**src/rtl/core/chtab_ram.sv**
```systemverilog
module chtab_ram #(
	parameter int WIDTH = 8,
	parameter int DEPTH = 16
) (
	input  logic                     clk,
	input  logic                     wr_en,
	input  logic [$clog2(DEPTH)-1:0] wr_addr,
	input  logic [WIDTH-1:0]         wr_data,
	input  logic                     rd_en,
	input  logic [$clog2(DEPTH)-1:0] rd_addr,
	output logic [WIDTH-1:0]         rd_data
);

	logic [WIDTH-1:0] mem [DEPTH];

	always_ff @(posedge clk) begin
		if (wr_en) begin
			mem[wr_addr] <= wr_data;
		end
		if (rd_en) begin
			rd_data <= mem[rd_addr];
		end
	end

endmodule
```
**config.mk**
```make
export PLATFORM = sky130hd
export DESIGN_NAME = chtab_ram
export DESIGN_NICKNAME = d
export VERILOG_FILES = /design/src/rtl/core/chtab_ram.sv
export SDC_FILE = /design/constraint.sdc
export NUM_CORES = 1
export LEC_CHECK = 0
export CORE_MARGIN = 10
export CORE_UTILIZATION = 45
export CTS_CLUSTER_DIAMETER = 50
export DETAILED_ROUTE_END_ITERATION = 8
export DONT_BUFFER_PORTS = 1
export PLACE_DENSITY = 0.63
export SLEW_MARGIN = 10
export SYNTH_ARGS = -nofsm -noshare
export SYNTH_HDL_FRONTEND = slang
export SYNTH_SLANG_ARGS = --single-unit
```
**constraint.sdc**
```tcl
create_clock -name clk -period 2.3 [get_ports clk]
set_input_delay 0.23 -clock clk [delete_from_list [all_inputs] [get_ports clk]]
set_output_delay 0.23 -clock clk [all_outputs]
set_load 0.005 [all_outputs]
```
==> results of run 1 <==
## worst max-delay path: stages, from the launching register on
cell and delay [ns]:
sky130_fd_sc_hd__edfxtp_1 0.37, sky130_fd_sc_hd__mux4_1 0.52, sky130_fd_sc_hd__a22oi_1 0.26, sky130_fd_sc_hd__nand2_1 0.09
## worst max-delay path by stage
stage / startpoint / endpoint / slack [ns]
after floorplan: wr_addr[2] / mem[0][0]$_DFFE_PP_ / 0.58
after global placement: mem[1][2]$_DFFE_PP_ / rd_data[2]$_DFFE_PP_ / 0.81
final: mem[1][3]$_DFFE_PP_ / rd_data[3]$_DFFE_PP_ / 0.82
after detailed placement: mem[1][3]$_DFFE_PP_ / rd_data[3]$_DFFE_PP_ / 0.77
after global routing: mem[0][2]$_DFFE_PP_ / rd_data[2]$_DFFE_PP_ / 0.74
after CTS: mem[1][3]$_DFFE_PP_ / rd_data[3]$_DFFE_PP_ / 0.75
## layout make-up
| cell class | instances | share of cell area [%] |
|---|---|---|
| well taps | 143 | 2.91 |
| repair buffers | 26 | 3.55 |
| clock buffers | 17 | 6.93 |
| multi-input cells | 83 | 17.2 |
| clock inverters | 15 | 2.85 |
| flip-flops and latches | 136 | 66.5 |
## synthesized netlist by cell type, drive strengths merged
master         number
nand2b              2
nor2               13
a22oi              16
and2                1
and2b               1
nor3                4
clkdlybuf4s25       3
mux4               32
nor2b               1
nand3               1
nand2               9
buf                 7
edfxtp            136
or3b                1
nand3b              2
## layout by cell type, fill, tap and decap left out, types with 2 or more instances in the layout
cell                            count
sky130_fd_sc_hd__edfxtp_1         136
sky130_fd_sc_hd__mux4_2            18
sky130_fd_sc_hd__clkbuf_16         17
sky130_fd_sc_hd__buf_4             17
sky130_fd_sc_hd__a22oi_1           16
sky130_fd_sc_hd__mux4_1            14
sky130_fd_sc_hd__nor2_1            13
sky130_fd_sc_hd__nand2_1            9
sky130_fd_sc_hd__dlygate4sd3_1      9
sky130_fd_sc_hd__nor3_1             4
sky130_fd_sc_hd__bufinv_16          3
sky130_fd_sc_hd__inv_6              3
sky130_fd_sc_hd__clkinv_2           3
sky130_fd_sc_hd__clkinvlp_4         3
sky130_fd_sc_hd__nand3b_1           2
sky130_fd_sc_hd__nand2b_1           2
sky130_fd_sc_hd__clkinv_4           2
## registers in the layout (all words and copies together), names as in the netlist
register,flops
rd_data,8
mem,128
## timing repair
action	4_1_cts	5_1_grt
setup endpoints to repair	0	0
hold buffers	9	0
endpoints found under the hold margin	136	0
## power breakdown
group | total (W) | internal, W | leakage, nW | switching, W
combinational | 0.000195 | 0.0000949 | 0.499 | 0.000100
clock | 0.00271 | 0.00170 | 0.287 | 0.00100
sequential | 0.00281 | 0.00279 | 1.24 | 0.0000183
## logic make-up after synthesis
family / after synthesis / synth area share (%)
compound gates: 16 / 2.30
buf+inv: 10 / 1.65
flops: 136 / 78.1
mux: 32 / 14.8
simple gates: 35 / 3.14
## layer usage
| metal | vias to the layer above | routed length, microns | track usage, % |
|---|---|---|---|
| met4 | 0 | 116 | 5.23 |
| met1 | 1249 | 4350 | 16.8 |
| met2 | 68 | 4880 | 19.0 |
| met3 | 8 | 600 | 4.92 |
| li1 | 1052 | - | - |
| met5 | - | 0 | 0 |
## through the flow
stage	area (sq um)	utilization, %	std cells	hold slack (ns)
detailed placement	5450	47.7	379	0.330
floorplan	5230	-	229	0.329
global placement	5450	47.7	379	0.330
CTS	6140	53.8	420	0.171
finish	6140	53.8	420	0.194
global route	6140	53.8	420	0.179
==> metrics.log, run 1 <==
[metrics] top post-synthesis cells by area: sky130_fd_sc_hd__edfxtp_1, sky130_fd_sc_hd__mux4_2, sky130_fd_sc_hd__mux4_1
[metrics] R2R setup slack: between 0.8 and 0.9 ns
[metrics] number of buffers created by CTS: 17
[metrics] setup repair after global routing missed its margin: no
[metrics] post-synthesis average cell area: ~23 sq um
[metrics] Seq cells post-synth: around 140
[metrics] data required time at the worst endpoint: 2.46 ns
[metrics] Floorplan Core Area: 11400 sq um
[metrics] maximum fanout count along the critical path: 1
[metrics] share of Yosys cell area claimed by the top area cell type: 78.1%
[metrics] worst-margin pin slew: 0.653 ns
[metrics] post-synthesis sequential area ratio: between 70% and 80%
[metrics] number of antenna repair diodes: 0
[metrics] leakage power of the design: around 2 nW
[metrics] clock-pin transition on the worst setup and hold timing paths: 0.06 ns
[metrics] Syn Inst Count: roughly 230
[metrics] total via count in the routed design: roughly 2400
[metrics] largest net degree at the start of global routing: 33
[metrics] final period utilization: between 60% and 70%
[metrics] post-CTS setup repair buffer count: 0
[metrics] endpoint type of the worst setup path: flop
[metrics] Wirelength per Cell: around 24 microns
[metrics] share of final-layout standard cells stronger than drive strength 1: between 20 and 25%
[metrics] filler cell count in the final layout: ~880
[metrics] I/O Buffers: 0
[metrics] die width: ~130 microns
[metrics] I/O pin count: 27
[metrics] HP Start: wr_addr[0]
[metrics] Yosys Warn Count: 0
[metrics] tightest slew margin relative to the limit: 56.3%
[metrics] Final Hold Viols: 0
[metrics] CTS sink count: between 100 and 150
[metrics] grt total ovfl: 0
[metrics] setup violators final: 0
[metrics] total area of multi-input combinational cells: roughly 1100 sq um
[metrics] Die Height: ~130 microns
[metrics] Initial DRT Pass Iterations: 4
[metrics] initial DRC count: ~260
[metrics] FMAX: around 670 MHz
[metrics] Nets: 283
[metrics] # Max-Cap Violations: 0
[metrics] average via count per standard cell: between 5 and 6
[metrics] WS Path Type: reg2reg
[metrics] area enclosed by the die boundary: roughly 16000 sq um
[metrics] placement-stage worst setup slack: about 0.77 ns
[metrics] initial cell density of the core: 45.8%
[metrics] RR Endpoint: rd_data[3]$_DFFE_PP_
[metrics] buffer cell driving the clock tree root: sky130_fd_sc_hd__clkbuf_16
[metrics] Data arrival, critical path: approximately 1.7 ns
[metrics] detailed-placement wirelength estimate: about 6.1 mm
[metrics] remaining routing DRC violations: 0
[metrics] CTS tree: yes
[metrics] Reg2Reg Launch Point: mem[1][3]$_DFFE_PP_
[metrics] post-route clock skew: roughly 0.0077 ns
[metrics] Worst Hold Path EP: mem[0][5]$_DFFE_PP_
[metrics] dominant cell type by area after synthesis: sky130_fd_sc_hd__edfxtp_1
[metrics] crit path launch type: flop
[metrics] total power divided by cell area: between 900 and 1000 nW/um^2
[metrics] overall power after layout: ~0.0057 W
[metrics] class of the tightest hold or removal check: in2reg
[metrics] count of cell types in the netlist: 18
[metrics] Max IR drop VDD: ~0.47 mV
[metrics] sequential cell area: ~4100 sq um
[metrics] clock network latency to the later pin of the worst-skew pair: a little over 0.4 ns
[metrics] status: complete, no violations
[metrics] combined area of all synthesized cells: 5230 sq um
[metrics] first-pass GRT wire length: 15.3 mm
[metrics] layout overhead on the synthesized area: 17.4%
[metrics] buffer depth of the longest clock path: 2
[metrics] aggregate negative setup slack: 0 ns
[metrics] final worst-path setup slack: about 0.8 ns
[metrics] pins over their slew limit: 0
[metrics] number of global-route vias before repair: 2475
[metrics] number of cell rows: 39
[metrics] count of antenna-violating nets left after detailed routing: 0
[metrics] detailed-route wire length: approximately 10 mm
[metrics] r2r worst-path depth: 3
[metrics] Total Routing Usage GR: roughly 13%
[metrics] nets in the synthesized netlist: 248
[metrics] number of cells on the worst hold path: 2
[metrics] final critical-path required period: 1.48 ns
[metrics] Final GP Congestion: 0.699
[metrics] CTS H-tree depth: 4
[metrics] number of antenna violations at the first check in global routing: 0
[metrics] PostCTS Resize Cnt: 0
No activity file was read; power rests on OpenSTA's default activity.
==> run 2: changes to the inputs <==
- clock period: 2.3 -> 1.4 ns (I/O delays scaled with it)
==> metrics.log, run 2 (same netlist as run 1, synthesis figures left out) <==
[metrics] buffer depth of the longest clock path: 2
[metrics] Final GP Congestion: between 0.7 and 0.8
[metrics] detailed-routed wire length on met2: 4.99 mm
[metrics] final worst-path setup slack: -0.00487 ns
[metrics] count of antenna-violating nets left after detailed routing: 0
[metrics] die width: around 130 microns
[metrics] clock network latency to the later pin of the worst-skew pair: about 0.40 ns
[metrics] final period utilization: 100%
[metrics] CTS H-tree depth: 4
[metrics] share of final-layout standard cells stronger than drive strength 1: ~33%
[metrics] setup repair after global routing missed its margin: yes
[metrics] highest layer used for signal routing: met4
[metrics] Wirelength per Cell: 24.1 microns
[metrics] total via count in the routed design: 2366
[metrics] Floorplan Core Area: between 10000 and 15000 sq um
[metrics] remaining routing DRC violations: 0
[metrics] status: finished, violations left
[metrics] detailed-placement wirelength estimate: ~6.0 mm
[metrics] area enclosed by the die boundary: 16300 sq um
[metrics] Max IR drop VDD: 0.849 mV
[metrics] worst-margin pin slew: 0.961 ns
[metrics] Met3 Routed Length: roughly 640 microns
[metrics] clock-pin transition on the worst setup and hold timing paths: 0.06 ns
[metrics] Met1 Wirelength: approximately 4.4 mm
[metrics] layout overhead on the synthesized area: 18.1%
[metrics] total power divided by cell area: 1530 nW/um^2
[metrics] average via count per standard cell: between 5 and 6
[metrics] Worst Hold Path EP: rd_data[3]$_DFFE_PP_
[metrics] Data arrival, critical path: ~1.6 ns
[metrics] commonest non-fill, non-tap cell in the layout: sky130_fd_sc_hd__edfxtp_1
[metrics] crit path launch type: flop
[metrics] Die Height: 128 microns
[metrics] largest registers: mem: 128 flops, rd_data: 8 flops
[metrics] buffer cell driving the clock tree root: sky130_fd_sc_hd__clkbuf_16
[metrics] Total Routing Usage GR: about an eighth
[metrics] endpoint type of the worst setup path: flop
[metrics] largest net degree at the start of global routing: 33
[metrics] max FFs per register: approximately 130
[metrics] R2R setup slack: -0.005 ns
[metrics] class of the tightest hold or removal check: in2reg
[metrics] FMAX: 712 MHz
[metrics] RR Endpoint: rd_data[4]$_DFFE_PP_
[metrics] detailed-route wire length: slightly above 10 mm
[metrics] number of antenna violations at the first check in global routing: 1
[metrics] WS Path Type: reg2reg
[metrics] final critical-path required period: 1.40 ns
[metrics] Final Hold Viols: 0
[metrics] Reg2Reg Launch Point: mem[3][4]$_DFFE_PP_
[metrics] post-route clock skew: 0.00623 ns
[metrics] first-pass GRT wire length: 15.7 mm
[metrics] CTS sink count: roughly 140
[metrics] Non-Filler Cell Area, Final: 6180 sq um
[metrics] violated checks: negative setup slack
[metrics] initial cell density of the core: about 46%
[metrics] pins over their slew limit: 0
[metrics] number of global-route vias before repair: around 2600
[metrics] maximum fanout count along the critical path: 1
[metrics] grt total ovfl: 0
[metrics] CTS tree: yes
[metrics] I/O Buffers: 0
[metrics] Core Util, Final: a little over half
[metrics] r2r worst-path depth: 3
[metrics] tightest slew margin relative to the limit: 35.8%
[metrics] number of cell rows: 39
[metrics] setup violators final: 1
[metrics] Initial DRT Pass Iterations: 4
[metrics] register ranked first by flip-flop count: mem
[metrics] data required time at the worst endpoint: ~1.6 ns
[metrics] number of buffers created by CTS: 17
[metrics] leakage power of the design: roughly 2 nW
[metrics] DP Area: ~5500 sq um
[metrics] number of cells on the worst hold path: 3
[metrics] initial DRC count: 245
[metrics] top library cells by usage in the layout, fill and taps aside: sky130_fd_sc_hd__edfxtp_1, sky130_fd_sc_hd__mux4_2, sky130_fd_sc_hd__clkbuf_16, sky130_fd_sc_hd__buf_4, sky130_fd_sc_hd__nor2_1
[metrics] Nets: around 280
[metrics] I/O pin count: 27
[metrics] HP Start: rd_addr[1]
[metrics] # Max-Cap Violations: 0
==> run 2: changes by cell type in the layout (fill, tap and decap cells not counted), moves of 2 or more <==
cell | before | now
sky130_fd_sc_hd__clkinv_2 | 3 | 5
sky130_fd_sc_hd__a22oi_1 | 16 | 4
sky130_fd_sc_hd__inv_6 | 3 | 0
sky130_fd_sc_hd__mux4_2 | 18 | 29
sky130_fd_sc_hd__a22oi_2 | 0 | 12
sky130_fd_sc_hd__mux4_1 | 14 | 3
==> run 2: where the power goes <==
part	internal (W)	total, W	switching (W)
clock	0.00295	0.00450	0.00155
sequential	0.00459	0.00462	0.0000318
combinational	0.000172	0.000349	0.000177
total	0.00771	0.00947	0.00176
==> run 2: how the worst max path moves through the flow <==
stage | from | end | slack, ns | depth (start not counted)
floorplan | rd_addr[0] | rd_data[1]$_DFFE_PP_ | -0.02 | 5
global placement | mem[3][4]$_DFFE_PP_ | rd_data[4]$_DFFE_PP_ | -0.08 | 3
detailed placement | mem[11][6]$_DFFE_PP_ | rd_data[6]$_DFFE_PP_ | -0.1 | 3
CTS | mem[3][4]$_DFFE_PP_ | rd_data[4]$_DFFE_PP_ | -0.04 | 3
global route | mem[3][4]$_DFFE_PP_ | rd_data[4]$_DFFE_PP_ | -0.06 | 3
finish | mem[3][4]$_DFFE_PP_ | rd_data[4]$_DFFE_PP_ | -0.005 | 3
==> run 2: timing repair <==
action                                 in CTS  in global routing
buffers inserted                            0                  0
pin swaps                                   5                  6
resized for setup                          15                  9
endpoints found under the hold margin     136                  0
setup endpoints to repair                   8                  8
hold buffers                                9                  0
==> run 2: cell type report <==
class                           count  area (sq um)
Antenna cell                        1          2.50
Clock buffer                       17           425
Clock inverter                     15           184
Fill cell                         881          5240
Multi-Input combinational cell     83          1080
Sequential cell                   136          4080
Tap cell                          143           179
Timing Repair Buffer               26           218
==> run 2: per-layer routing <==
| metal | vias to the layer above | GRT usage (%) |
|---|---|---|
| met1 | 1232 | 18.0 |
| met3 | 11 | 3.72 |
| li1 | 1047 | - |
| met2 | 76 | 19.5 |
| met4 | 0 | 5.56 |
| met5 | - | 0 |
==> run 2: critical path, stage by stage, from the launching register on <==
cell	delay, ns
sky130_fd_sc_hd__edfxtp_1	0.37
sky130_fd_sc_hd__mux4_2	0.49
sky130_fd_sc_hd__a22oi_2	0.21
sky130_fd_sc_hd__nand2_2	0.09
==> run 2: per-stage QoR <==
stage / setup WS [ns] / power [W] / hold WS [ns] / setup TNS [ns] / instances
2_1_floorplan: -0.0160 / 0.00493 / 0.239 / -0.236 / 229
3_5_place_dp: -0.0986 / 0.00496 / 0.240 / -0.447 / 379
5_1_grt: -0.0575 / 0.00977 / 0.104 / -0.201 / 421
6_report: -0.00487 / 0.00947 / 0.106 / -0.00487 / 421
3_3_place_gp: -0.0752 / 0.00495 / 0.240 / -0.306 / 379
4_1_cts: -0.0394 / 0.00955 / 0.0863 / -0.0946 / 420
